--- src/rtl/rsched_pkg.sv ---
package rsched_pkg;

   localparam int SLOT_COUNT = 32;
   localparam int TIME_BITS  = 16;
   localparam int SOUND_W    = 11;
   localparam int POS_W      = 16;
   localparam int COUNT_W    = 7;
   localparam int PLAYS_W    = 8;
   localparam int MODE_W     = 2;
   localparam int OP_W       = 2;

   localparam int IDX_W = (SLOT_COUNT > 1) ? $clog2(SLOT_COUNT) : 1;
   localparam int CNT_W = $clog2(SLOT_COUNT + 1);

   localparam logic [IDX_W-1:0] LAST_SLOT    = IDX_W'(SLOT_COUNT - 1);
   localparam logic [CNT_W-1:0] SLOT_CNT_END = CNT_W'(SLOT_COUNT);

   localparam logic [TIME_BITS-1:0] FRAME_STEP_RESET = TIME_BITS'(4);

   // Operation codes
   localparam logic [OP_W-1:0] OP_SCHEDULE = 2'd0;
   localparam logic [OP_W-1:0] OP_TICK     = 2'd1;
   localparam logic [OP_W-1:0] OP_CLEAR    = 2'd2;

   // Slot modes
   localparam logic [MODE_W-1:0] MODE_IDLE  = 2'd0;
   localparam logic [MODE_W-1:0] MODE_DELAY = 2'd1;
   localparam logic [MODE_W-1:0] MODE_PLAY  = 2'd2;
   localparam logic [MODE_W-1:0] MODE_GAP   = 2'd3;

   typedef struct packed {
      logic [OP_W-1:0]      operation;
      logic [SOUND_W-1:0]   sound_id;
      logic [TIME_BITS-1:0] start_delay;
      logic [COUNT_W-1:0]   play_total;
      logic [TIME_BITS-1:0] repeat_gap;
      logic [POS_W-1:0]     position_tag;
   } req_type;

   typedef struct packed {
      logic [SOUND_W-1:0] play_sound;
      logic [POS_W-1:0]   play_position;
      logic               immediate;
      logic               last;
   } rsp_type;

   typedef struct packed {
      logic [MODE_W-1:0]    mode;
      logic [SOUND_W-1:0]   sound;
      logic [PLAYS_W-1:0]   plays_left;
      logic [TIME_BITS-1:0] timer;
      logic [TIME_BITS-1:0] gap;
      logic [POS_W-1:0]     position;
   } slot_type;

   typedef struct packed {
      logic [SOUND_W-1:0] sound;
      logic [POS_W-1:0]   position;
   } event_type;

   // Commands into the output stage
   typedef struct packed {
      logic imm_load;   // immediate play from a schedule request
      logic slot_play;  // a slot plays during the sweep
      logic flush;      // end of sweep, release the held event as last
   } emit_ctl_type;

   typedef struct packed {
      logic out_free;   // output register can take an item this cycle
      logic pend_v;     // an event is held waiting to learn if it is last
   } emit_sts_type;

endpackage

--- src/rtl/rsched_ram.sv ---
module rsched_ram #(
   parameter int WIDTH = 8,
   parameter int DEPTH = 32
) (
   input  logic                                   clock,
   input  logic                                   wr_en,
   input  logic [((DEPTH > 1) ? $clog2(DEPTH) : 1)-1:0] wr_addr,
   input  logic [WIDTH-1:0]                       wr_data,
   input  logic                                   rd_en,
   input  logic [((DEPTH > 1) ? $clog2(DEPTH) : 1)-1:0] rd_addr,
   output logic [WIDTH-1:0]                       rd_data
);

   logic [WIDTH-1:0] mem [DEPTH];
   logic [WIDTH-1:0] rd_data_ff;

   always_ff @(posedge clock) begin
      if (wr_en) begin
         mem[wr_addr] <= wr_data;
      end
      if (rd_en) begin
         rd_data_ff <= mem[rd_addr];
      end
   end

   assign rd_data = rd_data_ff;

endmodule

--- src/rtl/rsched_emit.sv ---
module rsched_emit (
   input  logic                     clock,
   input  logic                     reset,
   input  rsched_pkg::emit_ctl_type ctl,
   input  rsched_pkg::event_type    ev,
   output rsched_pkg::emit_sts_type sts,
   output logic                     rsp_valid,
   input  logic                     rsp_stall,
   output rsched_pkg::rsp_type      rsp_data
);

   logic                  out_v_ff, out_v_in;
   rsched_pkg::rsp_type   out_ff, out_in;
   logic                  pend_v_ff, pend_v_in;
   rsched_pkg::event_type pend_ff, pend_in;
   logic                  out_free;

   assign out_free = !out_v_ff || !rsp_stall;

   always_comb begin
      out_v_in  = out_v_ff && rsp_stall;
      out_in    = out_ff;
      pend_v_in = pend_v_ff;
      pend_in   = pend_ff;
      if (ctl.imm_load) begin
         out_v_in = 1'b1;
         out_in   = '{play_sound: ev.sound, play_position: ev.position,
                      immediate: 1'b1, last: 1'b1};
      end
      if (ctl.slot_play) begin
         // push the held event out, it is not the last one
         if (pend_v_ff) begin
            out_v_in = 1'b1;
            out_in   = '{play_sound: pend_ff.sound, play_position: pend_ff.position,
                         immediate: 1'b0, last: 1'b0};
         end
         pend_v_in = 1'b1;
         pend_in   = ev;
      end
      if (ctl.flush) begin
         out_v_in  = 1'b1;
         out_in    = '{play_sound: pend_ff.sound, play_position: pend_ff.position,
                       immediate: 1'b0, last: 1'b1};
         pend_v_in = 1'b0;
      end
   end

   always_ff @(posedge clock) begin
      if (reset) begin
         out_v_ff  <= 1'b0;
         pend_v_ff <= 1'b0;
      end else begin
         out_v_ff  <= out_v_in;
         pend_v_ff <= pend_v_in;
      end
      out_ff  <= out_in;
      pend_ff <= pend_in;
   end

   assign sts.out_free = out_free;
   assign sts.pend_v   = pend_v_ff;
   assign rsp_valid    = out_v_ff;
   assign rsp_data     = out_ff;

endmodule

--- src/rtl/repeat_event_scheduler.sv ---
// Repeat event scheduler: 32 sound slots in one synchronous RAM, each with a
// sound id, position tag, plays left, countdown timer and repeat gap (unsigned
// Q8.8 seconds). A schedule item with one play and no delay goes straight to
// the output as an immediate play; any other schedule overwrites the slot at a
// wrapping write pointer. Schedule, clear and the unused code are handled in idle, with no sweep.
// A tick sweeps the RAM one slot per cycle, unless the output stage stalls it,
// through a read-modify-write stage: it reads every slot, finishes the last
// slot, sees the stage empty and then releases the held event, and only then
// is the next item taken, later still if the result side stalls; play events
// come out in slot order and the last one of the tick carries last. Each play
// event is held back until the next one or the end of the sweep, so that last
// can be set on the final one. Per-slot valid flops stand for the reset value,
// so reset and clear take effect at once with no clearing pass. New items are
// stalled while a tick is in progress or while a finished item waits in the
// output register. Write frame_step only while the block is idle.
module repeat_event_scheduler (
   input  logic                                   clock,
   input  logic                                   reset,
   // request channel
   input  logic                                   req_valid,
   output logic                                   req_stall,
   input  rsched_pkg::req_type                    req_data,
   // result channel
   output logic                                   rsp_valid,
   input  logic                                   rsp_stall,
   output rsched_pkg::rsp_type                    rsp_data,
   // frame_step register
   input  logic                                   csr_we,
   input  logic [rsched_pkg::TIME_BITS-1:0]        csr_wdata
);

   localparam logic [1:0] ST_IDLE  = 2'd0;
   localparam logic [1:0] ST_SWEEP = 2'd1;
   localparam logic [1:0] ST_FLUSH = 2'd2;

   logic [1:0] state_ff, state_in;

   logic [rsched_pkg::TIME_BITS-1:0]  step_ff;
   logic [rsched_pkg::IDX_W-1:0]      wp_ff, wp_in;
   logic [rsched_pkg::SLOT_COUNT-1:0] slot_valid_ff, slot_valid_in;
   logic [rsched_pkg::CNT_W-1:0]      rd_cnt_ff, rd_cnt_in;

   // read stage: the RAM registers the slot data, which arrives the cycle after the read
   logic                          s1_v_ff, s1_v_in;
   logic [rsched_pkg::IDX_W-1:0]  s1_idx_ff, s1_idx_in;
   logic                          s1_hit_ff, s1_hit_in;

   logic req_fire, is_imm, sched_store, tick_start, clear_all;
   logic issued_all, proc_stall, advance;

   logic                          rd_en;
   logic [rsched_pkg::IDX_W-1:0]  rd_addr;
   rsched_pkg::slot_type          rd_slot;
   logic                          wr_en;
   logic [rsched_pkg::IDX_W-1:0]  wr_addr;
   rsched_pkg::slot_type          wr_slot;

   rsched_pkg::slot_type          cur, nxt, new_slot;
   logic                          proc, proc_wr, proc_free, proc_play;

   rsched_pkg::emit_ctl_type      emit_ctl;
   rsched_pkg::emit_sts_type      emit_sts;
   rsched_pkg::event_type         emit_ev;

   // ---------------------------------------------------------------- requests
   assign req_stall   = (state_ff != ST_IDLE) || !emit_sts.out_free;
   assign req_fire    = req_valid && !req_stall;
   assign is_imm      = (req_data.play_total == rsched_pkg::COUNT_W'(1))
                        && (req_data.start_delay == '0);
   assign sched_store = req_fire && (req_data.operation == rsched_pkg::OP_SCHEDULE) && !is_imm;
   assign tick_start  = req_fire && (req_data.operation == rsched_pkg::OP_TICK);
   assign clear_all   = req_fire && (req_data.operation == rsched_pkg::OP_CLEAR);

   // build the slot a stored schedule writes; zero plays count as one
   always_comb begin
      new_slot.mode       = (req_data.start_delay != '0) ? rsched_pkg::MODE_DELAY
                                                         : rsched_pkg::MODE_PLAY;
      new_slot.sound      = req_data.sound_id;
      new_slot.timer      = req_data.start_delay;
      new_slot.plays_left = (req_data.play_total == '0) ? rsched_pkg::PLAYS_W'(1)
                                                        : {1'b0, req_data.play_total};
      new_slot.gap        = req_data.repeat_gap;
      new_slot.position   = req_data.position_tag;
   end

   // ------------------------------------------------------------------ sweep
   assign issued_all = (rd_cnt_ff == rsched_pkg::SLOT_CNT_END);
   assign rd_addr    = rd_cnt_ff[rsched_pkg::IDX_W-1:0];

   // a never-written or freed slot reads as all zero (inactive)
   assign cur = s1_hit_ff ? rd_slot : '0;

   // hold the stage when a second play needs the output register and it is full
   assign proc_stall = s1_v_ff && (cur.mode == rsched_pkg::MODE_PLAY)
                       && emit_sts.pend_v && !emit_sts.out_free;
   assign advance    = !proc_stall;
   assign rd_en      = (state_ff == ST_SWEEP) && !issued_all && advance;
   assign proc       = s1_v_ff && advance;

   always_comb begin
      nxt       = cur;
      proc_wr   = 1'b0;
      proc_free = 1'b0;
      proc_play = 1'b0;
      case (cur.mode)
         rsched_pkg::MODE_DELAY, rsched_pkg::MODE_GAP: begin
            proc_wr = 1'b1;
            if (cur.timer != '0) begin
               // count down, saturate at zero
               nxt.timer = (cur.timer > step_ff) ? cur.timer - step_ff : '0;
            end else begin
               nxt.mode = rsched_pkg::MODE_PLAY;
            end
         end
         rsched_pkg::MODE_PLAY: begin
            proc_play = 1'b1;
            if (cur.plays_left > rsched_pkg::PLAYS_W'(1)) begin
               proc_wr        = 1'b1;
               nxt.plays_left = cur.plays_left - rsched_pkg::PLAYS_W'(1);
               nxt.timer      = cur.gap;
               nxt.mode       = rsched_pkg::MODE_GAP;
            end else begin
               proc_free = 1'b1;
            end
         end
         default: begin
         end
      endcase
   end

   // ---------------------------------------------------------------- RAM port
   always_comb begin
      if (sched_store) begin
         wr_en   = 1'b1;
         wr_addr = wp_ff;
         wr_slot = new_slot;
      end else begin
         wr_en   = proc && proc_wr;
         wr_addr = s1_idx_ff;
         wr_slot = nxt;
      end
   end

   rsched_ram #(
      .WIDTH ($bits(rsched_pkg::slot_type)),
      .DEPTH (rsched_pkg::SLOT_COUNT)
   ) u_slot_ram (
      .clock   (clock),
      .wr_en   (wr_en),
      .wr_addr (wr_addr),
      .wr_data (wr_slot),
      .rd_en   (rd_en),
      .rd_addr (rd_addr),
      .rd_data (rd_slot)
   );

   // ------------------------------------------------------------ output stage
   always_comb begin
      emit_ctl.imm_load  = req_fire && (req_data.operation == rsched_pkg::OP_SCHEDULE)
                           && is_imm;
      emit_ctl.slot_play = proc && proc_play;
      emit_ctl.flush     = (state_ff == ST_FLUSH) && emit_sts.pend_v && emit_sts.out_free;
      if (state_ff == ST_IDLE) begin
         emit_ev.sound    = req_data.sound_id;
         emit_ev.position = req_data.position_tag;
      end else begin
         emit_ev.sound    = cur.sound;
         emit_ev.position = cur.position;
      end
   end

   rsched_emit u_emit (
      .clock     (clock),
      .reset     (reset),
      .ctl       (emit_ctl),
      .ev        (emit_ev),
      .sts       (emit_sts),
      .rsp_valid (rsp_valid),
      .rsp_stall (rsp_stall),
      .rsp_data  (rsp_data)
   );

   // ------------------------------------------------------------------ control
   always_comb begin
      state_in      = state_ff;
      wp_in         = wp_ff;
      slot_valid_in = slot_valid_ff;
      rd_cnt_in     = rd_cnt_ff;
      s1_v_in       = s1_v_ff;
      s1_idx_in     = s1_idx_ff;
      s1_hit_in     = s1_hit_ff;

      if (sched_store) begin
         slot_valid_in[wp_ff] = 1'b1;
         wp_in = (wp_ff == rsched_pkg::LAST_SLOT) ? '0 : wp_ff + rsched_pkg::IDX_W'(1);
      end
      if (clear_all) begin
         slot_valid_in = '0;
         wp_in         = '0;
      end
      // drop a slot whose last play just went out
      if (proc && proc_free) begin
         slot_valid_in[s1_idx_ff] = 1'b0;
      end
      if (rd_en) begin
         rd_cnt_in = rd_cnt_ff + rsched_pkg::CNT_W'(1);
      end
      if (advance) begin
         s1_v_in   = rd_en;
         s1_idx_in = rd_addr;
         s1_hit_in = slot_valid_ff[rd_addr];
      end

      unique case (state_ff)
         ST_IDLE: begin
            if (tick_start) begin
               state_in  = ST_SWEEP;
               rd_cnt_in = '0;
            end
         end
         ST_SWEEP: begin
            if (issued_all && !s1_v_ff) begin
               state_in = ST_FLUSH;
            end
         end
         ST_FLUSH: begin
            if (!emit_sts.pend_v || emit_sts.out_free) begin
               state_in = ST_IDLE;
            end
         end
         default: begin
            state_in = ST_IDLE;
         end
      endcase
   end

   always_ff @(posedge clock) begin
      if (reset) begin
         state_ff      <= ST_IDLE;
         step_ff       <= rsched_pkg::FRAME_STEP_RESET;
         wp_ff         <= '0;
         slot_valid_ff <= '0;
         rd_cnt_ff     <= '0;
         s1_v_ff       <= 1'b0;
      end else begin
         state_ff      <= state_in;
         wp_ff         <= wp_in;
         slot_valid_ff <= slot_valid_in;
         rd_cnt_ff     <= rd_cnt_in;
         s1_v_ff       <= s1_v_in;
         if (csr_we) begin
            step_ff <= csr_wdata;
         end
      end
      s1_idx_ff <= s1_idx_in;
      s1_hit_ff <= s1_hit_in;
   end

`ifndef SYNTH
   // the sweep never reads the entry it is writing back
   a_no_rw_overlap: assert property (@(posedge clock) disable iff (reset)
      (wr_en && rd_en) |-> (wr_addr != rd_addr))
      else $error("slot RAM read and write hit the same entry");

   // no event may be left held once the block is idle
   a_no_pend_idle: assert property (@(posedge clock) disable iff (reset)
      (state_ff == ST_IDLE) |-> !emit_sts.pend_v)
      else $error("play event held while idle");

   // read stage only holds a slot during a sweep
   a_s1_in_sweep: assert property (@(posedge clock) disable iff (reset)
      s1_v_ff |-> (state_ff == ST_SWEEP))
      else $error("read stage busy outside a sweep");

   // the sweep counter never runs past the slot count
   a_cnt_range: assert property (@(posedge clock) disable iff (reset)
      (state_ff == ST_SWEEP) |-> (rd_cnt_ff <= rsched_pkg::SLOT_CNT_END))
      else $error("sweep counter out of range");
`endif

endmodule

--- config.mk ---
export PLATFORM = sky130hd
export DESIGN_NAME = repeat_event_scheduler
export DESIGN_NICKNAME = d
export VERILOG_FILES = /design/src/rtl/rsched_pkg.sv /design/src/rtl/rsched_ram.sv /design/src/rtl/rsched_emit.sv /design/src/rtl/repeat_event_scheduler.sv
export SDC_FILE = /design/constraint.sdc
export NUM_CORES = 2
export LEC_CHECK = 0
export ABC_AREA = 1
export BUFFER_PORTS_ARGS = -buffer_cell sky130_fd_sc_hd__buf_2
export CAP_MARGIN = 20
export CORE_ASPECT_RATIO = 0.75
export CORE_MARGIN = 2
export CORE_UTILIZATION = 60
export CTS_CLUSTER_SIZE = 12
export DETAILED_ROUTE_END_ITERATION = 12
export PLACE_DENSITY = 0.76
export SLEW_MARGIN = 40
export SYNTH_ARGS = -nofsm -noshare
export SYNTH_HDL_FRONTEND = slang
export SYNTH_SLANG_ARGS = --single-unit
--- constraint.sdc ---
create_clock -name clock -period 16.9 [get_ports clock]
set_input_delay 1.69 -clock clock [delete_from_list [all_inputs] [get_ports clock]]
set_output_delay 1.69 -clock clock [all_outputs]
set_load 0.05 [all_outputs]
# Word-level counts from Yosys, hierarchy flattened
# Memories as Yosys holds them, arrays and structs flattened. A register that Yosys moved wholly into a read port is not among the register bits.
# Cells that the tools add are included.
[totals]
ff_bits = 126
ram_bits = 2208
output_inout_bits = 31
n_memories = 1
[mem_list]
columns = ["memory", "depth", "width", "read_ports", "rd_clocked_by_memory_dff", "wr", "line_no", "source"]
rows = [
  ["u_slot_ram.mem", 32, 69, 1, 1, 1, "rsched_ram.sv:14", "logic [WIDTH-1:0] mem [DEPTH];"],
]
[op_classes]
n_addsub = 4
n_lt_le_gt_ge = 7
eq_ne = 13
mux = 47
bitwise_logic = 3
reduce_logical = 45
[ops]
columns = ["op", "n"]
rows = [
  ["$mux W69", 2],
  ["$mux W29", 4],
  ["$mux W32", 3],
  ["$and A32 B32 Y32", 1],
  ["$mux W16", 2],
  ["$not A32 Y32", 1],
  ["$or A32 B32 Y32", 1],
  ["$pmux W16 S2", 1],
  ["$reduce_bool A16 Y1", 2],
  ["$mux W27", 1],
  ["$mux W24", 1],
  ["$logic_and A1 B1 Y1", 22],
  ["$lt A5 B6 Y1 const B", 3],
  ["$mux W6", 3],
  ["$gt A16 B16 Y1", 1],
  ["$logic_not A16 Y1", 1],
  ["$sub A16 B16 Y16", 1],
  ["$mux W1", 14],
  ["$mux W2", 6],
  ["$demux W1 S5", 2],
  ["$ge A5 B1 Y1 const B", 2],
  ["$mux W5", 2],
  ["$logic_not A1 Y1", 9],
  ["$eq A2 B2 Y1 const B", 4],
  ["other kinds (22)", 30],
]

# Logic depth before layout (Yosys ltp)
[logic_depth]
word_depth = 12
mapped_depth = 19
mapped_depth_nobuf = 17

# Hierarchy
# Synthesis repeated with hierarchy kept, for this count alone.
[hier_totals]
cells_unflattened = 8634
hier_area_um2 = 99025.0
[modules_own_cells]
columns = ["mod", "n_inst", "cells_per_inst", "area_each_um2"]
rows = [
  ["rsched_ram", 1, 7305, 90454.3],
  ["repeat_event_scheduler", 1, 1082, 6354.8],
  ["rsched_emit", 1, 247, 2215.9],
]

# Worst setup path before layout
# No wires, ideal clock.
[synth_timing]
path_type = "input port to flip-flop"
startpoint = "in req_data[49] (netlist bit)"
endpoint = "mem u_slot_ram.mem[3][0] (netlist bit) (enable)"
setup_ns = 0.497
t_arrival_ns = 5.805
required_time_ns = 16.403
path_slack_ns = 10.598
path_stages = 13
path_cell_list = "nor2_1 -> nand2_1 -> or2_1 -> nor2_2 -> nand2_1 -> nand2_2 -> buf_6 -> nand2_1 -> o21ai_2 -> inv_1 -> nor2_1 -> nand2_1 -> nor2_1"
[synth_between]
elab_chain_len = 7
[synth_lines]
columns = ["item", "line_no", "source"]
rows = [
  ["start: declaration", "repeat_event_scheduler.sv:22", "input rsched_pkg::req_type req_data,"],
  ["$logic_not A16 Y1 *", "repeat_event_scheduler.sv:69", "&& (req_data.start_delay == '0);"],
  ["$logic_and A1 B1 Y1 *", "repeat_event_scheduler.sv:69", ""],
  ["$logic_not A1 Y1 *", "repeat_event_scheduler.sv:70", "assign sched_store = req_fire && (req_data.operation == rsched_pkg::OP_SCHEDULE) && !is_imm;"],
  ["$logic_and A1 B1 Y1 *", "repeat_event_scheduler.sv:70", ""],
  ["$mux W1", "repeat_event_scheduler.sv:133", "if (sched_store) begin"],
  ["$mux W1", "rsched_ram.sv:18", "if (wr_en) begin"],
  ["$mux W1 (implied by the code)", "rsched_ram.sv:19", "mem[wr_addr] <= wr_data;"],
  ["end: declaration", "rsched_ram.sv:14", ""],
]
# Every way passes the cells marked *; elsewhere a longest branch is shown, timed or not.

# Worst setup path in the final report
[layout_timing]
startpoint = "in rsp_stall"
endpoint = "mem u_slot_ram.mem[0][35] (netlist bit) (enable)"
[layout_between]
elab_chain_len = 11
[layout_lines]
columns = ["item", "line_no", "source"]
rows = [
  ["start: declaration", "repeat_event_scheduler.sv:25", "input logic rsp_stall,"],
  ["$logic_not A1 Y1 *", "rsched_emit.sv:18", "assign out_free = !out_v_ff || !rsp_stall;"],
  ["$logic_or A1 B1 Y1 *", "rsched_emit.sv:18", ""],
  ["$logic_not A1 Y1 *", "repeat_event_scheduler.sv:66, repeat_event_scheduler.sv:95", ""],
  ["$logic_or A1 B1 Y1", "repeat_event_scheduler.sv:66", "assign req_stall = (state_ff != ST_IDLE) || !emit_sts.out_free;"],
  ["$logic_not A1 Y1", "repeat_event_scheduler.sv:67", "assign req_fire = req_valid && !req_stall;"],
  ["$logic_and A1 B1 Y1", "repeat_event_scheduler.sv:67", ""],
  ["$logic_and A1 B1 Y1 (2 in series)", "repeat_event_scheduler.sv:70", ""],
  ["$mux W1", "repeat_event_scheduler.sv:133", ""],
  ["$mux W1", "rsched_ram.sv:18", ""],
  ["$mux W1 (implied by the code)", "rsched_ram.sv:19", ""],
]
# Marked as above.

==> results.sh <==
export IMPL_avgViaCountPerCell=6.65
export IMPL_rsz0062_at_grt="false"
export IMPL_finalNonFillerCells=9823
export IMPL_cts_sinks=2403
export IMPL_route_detailed_drc=0
export IMPL_yosys_warnings=0
export IMPL_hold_viol=0
export IMPL_grt_use_met1=0.475
export IMPL_io_pins=120
export IMPL_areaGrowthSynthToFinish_pct=10.5
export IMPL_htree_levels=4
export IMPL_syn_area_per_cell_um2=12.6
export IMPL_finalClockSkew_ns=0.0450
export IMPL_dieWidth_um=465
export IMPL_postCtsSetupRepairBufs=0
export IMPL_grt_first_pass_wirelength_mm=401
export IMPL_die_h_um=350
export IMPL_ys_types=51
export IMPL_synth_ff_type="edfxtp_1"
export IMPL_core_um2=158000
export IMPL_slew_violations=0
export IMPL_grt_usage=0.334
export IMPL_hold_buffers=0
export IMPL_grt_pass1_vias=61065
export IMPL_status="finished clean"
export IMPL_rows=126
export IMPL_synth_edf_count=2310
export IMPL_synth_seq_cells=2403
export IMPL_ir_worst_vdd_v=0.000112
export IMPL_period_minus_slack_ns=5.93
export IMPL_setup_viol_count_final=0
export IMPL_drtIter0Drc=11502
export IMPL_cts_clk_slew_worst_paths_ns=0.07
export IMPL_gp_congestion=0.954
export IMPL_dr_pass1_iters=6
export IMPL_slew_headroom=0.363
export IMPL_seq_area_frac_synth=0.744
export IMPL_fill_cells=10690
export IMPL_ctsResizeCount=0
export IMPL_critPathMaxFanout=49
export IMPL_grt_antenna_before_repair=7
export IMPL_post_dp_hpwl_mm=154
export IMPL_drt_wl_total_mm=276
export IMPL_max_stage_delay_ns=0.81
export IMPL_dp_cells=9462
export IMPL_die_area_um2=163000
export IMPL_path_cells="buf_2, nand2_1, nand3_1, nor3_4, nand2_2, buf_4, inv_6, nand2_1, o21ai_1, nand3_2, nor2_4, buf_4"
export IMPL_clkLatencyLatePin_ns=0.88
export IMPL_holdCritPathClass="flop to flop"
export IMPL_worst_path_max_delay_cell="buf_4"
export IMPL_antenna_left=0
export IMPL_crit_buf_inv=4
export IMPL_critPathKind="input port to flop"
export IMPL_cts_inserted_buffers=223
export IMPL_arrival_ns=6.40
export IMPL_p_per_area_nw_per_um2=114
export IMPL_grt_use_met3=0.0788
export IMPL_synth_nets=7687
export IMPL_cts_root_buf="clkbuf_16"
export IMPL_power_mw=12.1
export IMPL_clk_path_buf_depth=3
export IMPL_utilization=0.670
export IMPL_power_leakage_nw=35.7
export IMPL_syn_area_um2=95700
export IMPL_fmax_mhz=169
export IMPL_drive_above_1_share=0.0881
export IMPL_fin_setup_tns_ns=0
export IMPL_via_count=65340
export IMPL_start_kind="input port"
export IMPL_synth_cells=7573
export IMPL_initial_core_util=0.606
export IMPL_crit_required_ns=17.37
export IMPL_cpLargestDelayFamily="simple AND/OR/NAND/NOR gates"
export IMPL_cts_tree="done"
export IMPL_period_share=0.351
export IMPL_finalNetCount=7705
export IMPL_port_buffers=119
export IMPL_overflow=0
export IMPL_synthArstFlopShare=0
export IMPL_endpoint_kind="flop"
export IMPL_met2_usage=0.486
export IMPL_max_cap_violations=0
export IMPL_wl_per_cell_um=28.1
export IMPL_grt_max_degree=211
export IMPL_grt_busiest_layer="met2"
export IMPL_reg2reg_slack_ns=11.01
export IMPL_worst_slew_pin_slew_ns=0.950
export IMPL_whs_ns=0.455
==> sequential cells by signal, summed over array words and instances, names as in the netlist <==
name,count
wp_ff,5
step_ff,16
s1_v_ff,1
rd_cnt_ff,6
s1_idx_ff,5
u_emit.rsp_valid,1
u_emit.pend_ff,27
state_ff,2
u_slot_ram.rd_data,69
u_emit.pend_v_ff,1
u_slot_ram.mem,2208
s1_hit_ff,1
u_emit.rsp_data,29
slot_valid_ff,32
==> report_power, final <==
| part | total, mW | switching [mW] | internal [mW] | leakage, nW |
|---|---|---|---|---|
| Combinational | 0.820 | 0.626 | 0.195 | 10.6 |
| Sequential | 6.64 | 0.0150 | 6.62 | 22.1 |
| Clock | 4.60 | 2.13 | 2.48 | 3.06 |
| Total | 12.1 | 2.77 | 9.29 | 35.7 |
==> cell type report <==
| type | instances | area [um2] | share of cell area |
|---|---|---|---|
| Multi-Input combinational cell | 4503 | 22300 | 0.210 |
| Clock buffer | 313 | 6000 | 0.0567 |
| Clock inverter | 27 | 352 | 0.00332 |
| Timing Repair Buffer | 300 | 2650 | 0.0250 |
| Tap cell | 2112 | 2640 | 0.0250 |
| Antenna cell | 5 | 12.5 | 0.000118 |
| Inverter | 160 | 626 | 0.00591 |
| Sequential cell | 2403 | 71200 | 0.673 |
==> worst reg2reg max path, cell delays in order (launching register included) <==
cell	delay, ns
dfxtp_4	0.53
buf_4	0.62
buf_4	0.40
buf_12	0.54
buf_4	0.85
buf_4	0.67
buf_4	0.69
o21ai_0	0.24
o22ai_1	0.22
nand2_1	0.12
nand4_1	0.47
nor2_1	0.11
a41oi_1	0.24
==> routing by layer <==
metal | wire length [um] | vias to the layer above | share of wire
met4 | 14800 | 8 | 0.054
met3 | 39000 | 709 | 0.14
met2 | 122000 | 5056 | 0.44
met1 | 101000 | 31738 | 0.36
met5 | 55 | - | 0.00020
li1 | - | 27829 | -
==> cells in the mapped netlist (2+ instances only) <==
master	n	area (um2)
nand4_1	14	87.6
clkbuf_1	324	1220
o21a_1	2	15.0
nor3_2	4	40.0
dfxtp_1	93	1860
nand2_2	9	56.3
nand3_1	140	701
nor3_1	14	70.1
a41oi_1	2	17.5
inv_2	7	26.3
nor3b_1	3	22.5
a31oi_1	68	425
a211oi_1	71	533
a21o_1	4	30.0
or2_2	3	18.8
o21ai_2	3	26.3
o21ai_0	1310	6560
xor2_1	13	114
ha_1	24	300
nor2_1	1336	5010
nand3_2	7	70.1
inv_1	153	574
a21oi_1	163	816
o22ai_1	435	2720
o21ai_1	82	410
a22o_1	60	526
nand2_1	673	2530
a21oi_2	4	35.0
a221oi_1	4	35.0
o21bai_1	19	143
o211a_1	20	200
xnor2_1	2	17.5
buf_6	13	146
edfxtp_1	2310	69400
buf_4	20	150
buf_2	118	591
buf_1	31	116
nor4_1	2	12.5
==> final timing paths <==
kind                                      from                         endpoint  cells past startpoint
hold / removal    slot_valid_ff[17]$_SDFF_PP0_     slot_valid_ff[17]$_SDFF_PP0_                      2
setup / recovery                     rsp_stall  u_slot_ram.mem[0][35]$_DFFE_PP_                     12
setup reg to reg       rd_cnt_ff[0]$_SDFF_PP0_  u_slot_ram.rd_data[2]$_DFFE_PP_                     12
hold reg to reg   slot_valid_ff[17]$_SDFF_PP0_     slot_valid_ff[17]$_SDFF_PP0_                      2
==> stage by stage <==
| stage | instance area [um2] | setup slack, ns |
|---|---|---|
| 6_report | 106000 | 10.97 |
| 5_1_grt | 106000 | 10.74 |
| 4_1_cts | 105000 | 10.79 |
| 3_5_place_dp | 99000 | 10.20 |
| 3_3_place_gp | 98400 | 9.62 |
| 2_1_floorplan | 95700 | 10.60 |
==> cell usage in the layout (no fill, tap or decap), types with 14 or more instances in the layout <==
cell type and n:
a211oi_1 65, a21oi_1 163, a22o_1 60, a31oi_1 66
buf_2 119, buf_4 92, buf_6 42, buf_8 28
clkbuf_1 85, clkbuf_16 228, dfxtp_1 90, edfxtp_1 2310
ha_1 24, inv_1 147, nand2_1 661, nand2_2 21
nand3_1 140, nand4_1 14, nor2_1 1296, nor2_4 39
o211a_1 20, o21ai_0 1261, o21ai_1 111, o21ai_4 16
o21bai_1 19, o22ai_1 435
==> kinds of logic (layout without fill, tap and decap cells) <==
logic type / after synthesis / in the layout / synth area share
AO/OA/AOI/OAI: 2252 / 2252 / 0.131
XOR/XNOR: 15 / 15 / 0.00137
adder cells (fa/ha/maj): 25 / 25 / 0.00335
buffers and inverters: 667 / 800 / 0.0296
flip-flops: 2403 / 2403 / 0.744
other: 0 / 5 / 0
AND/OR/NAND/NOR: 2211 / 2211 / 0.0907
Power figures use the tool's default switching activity.
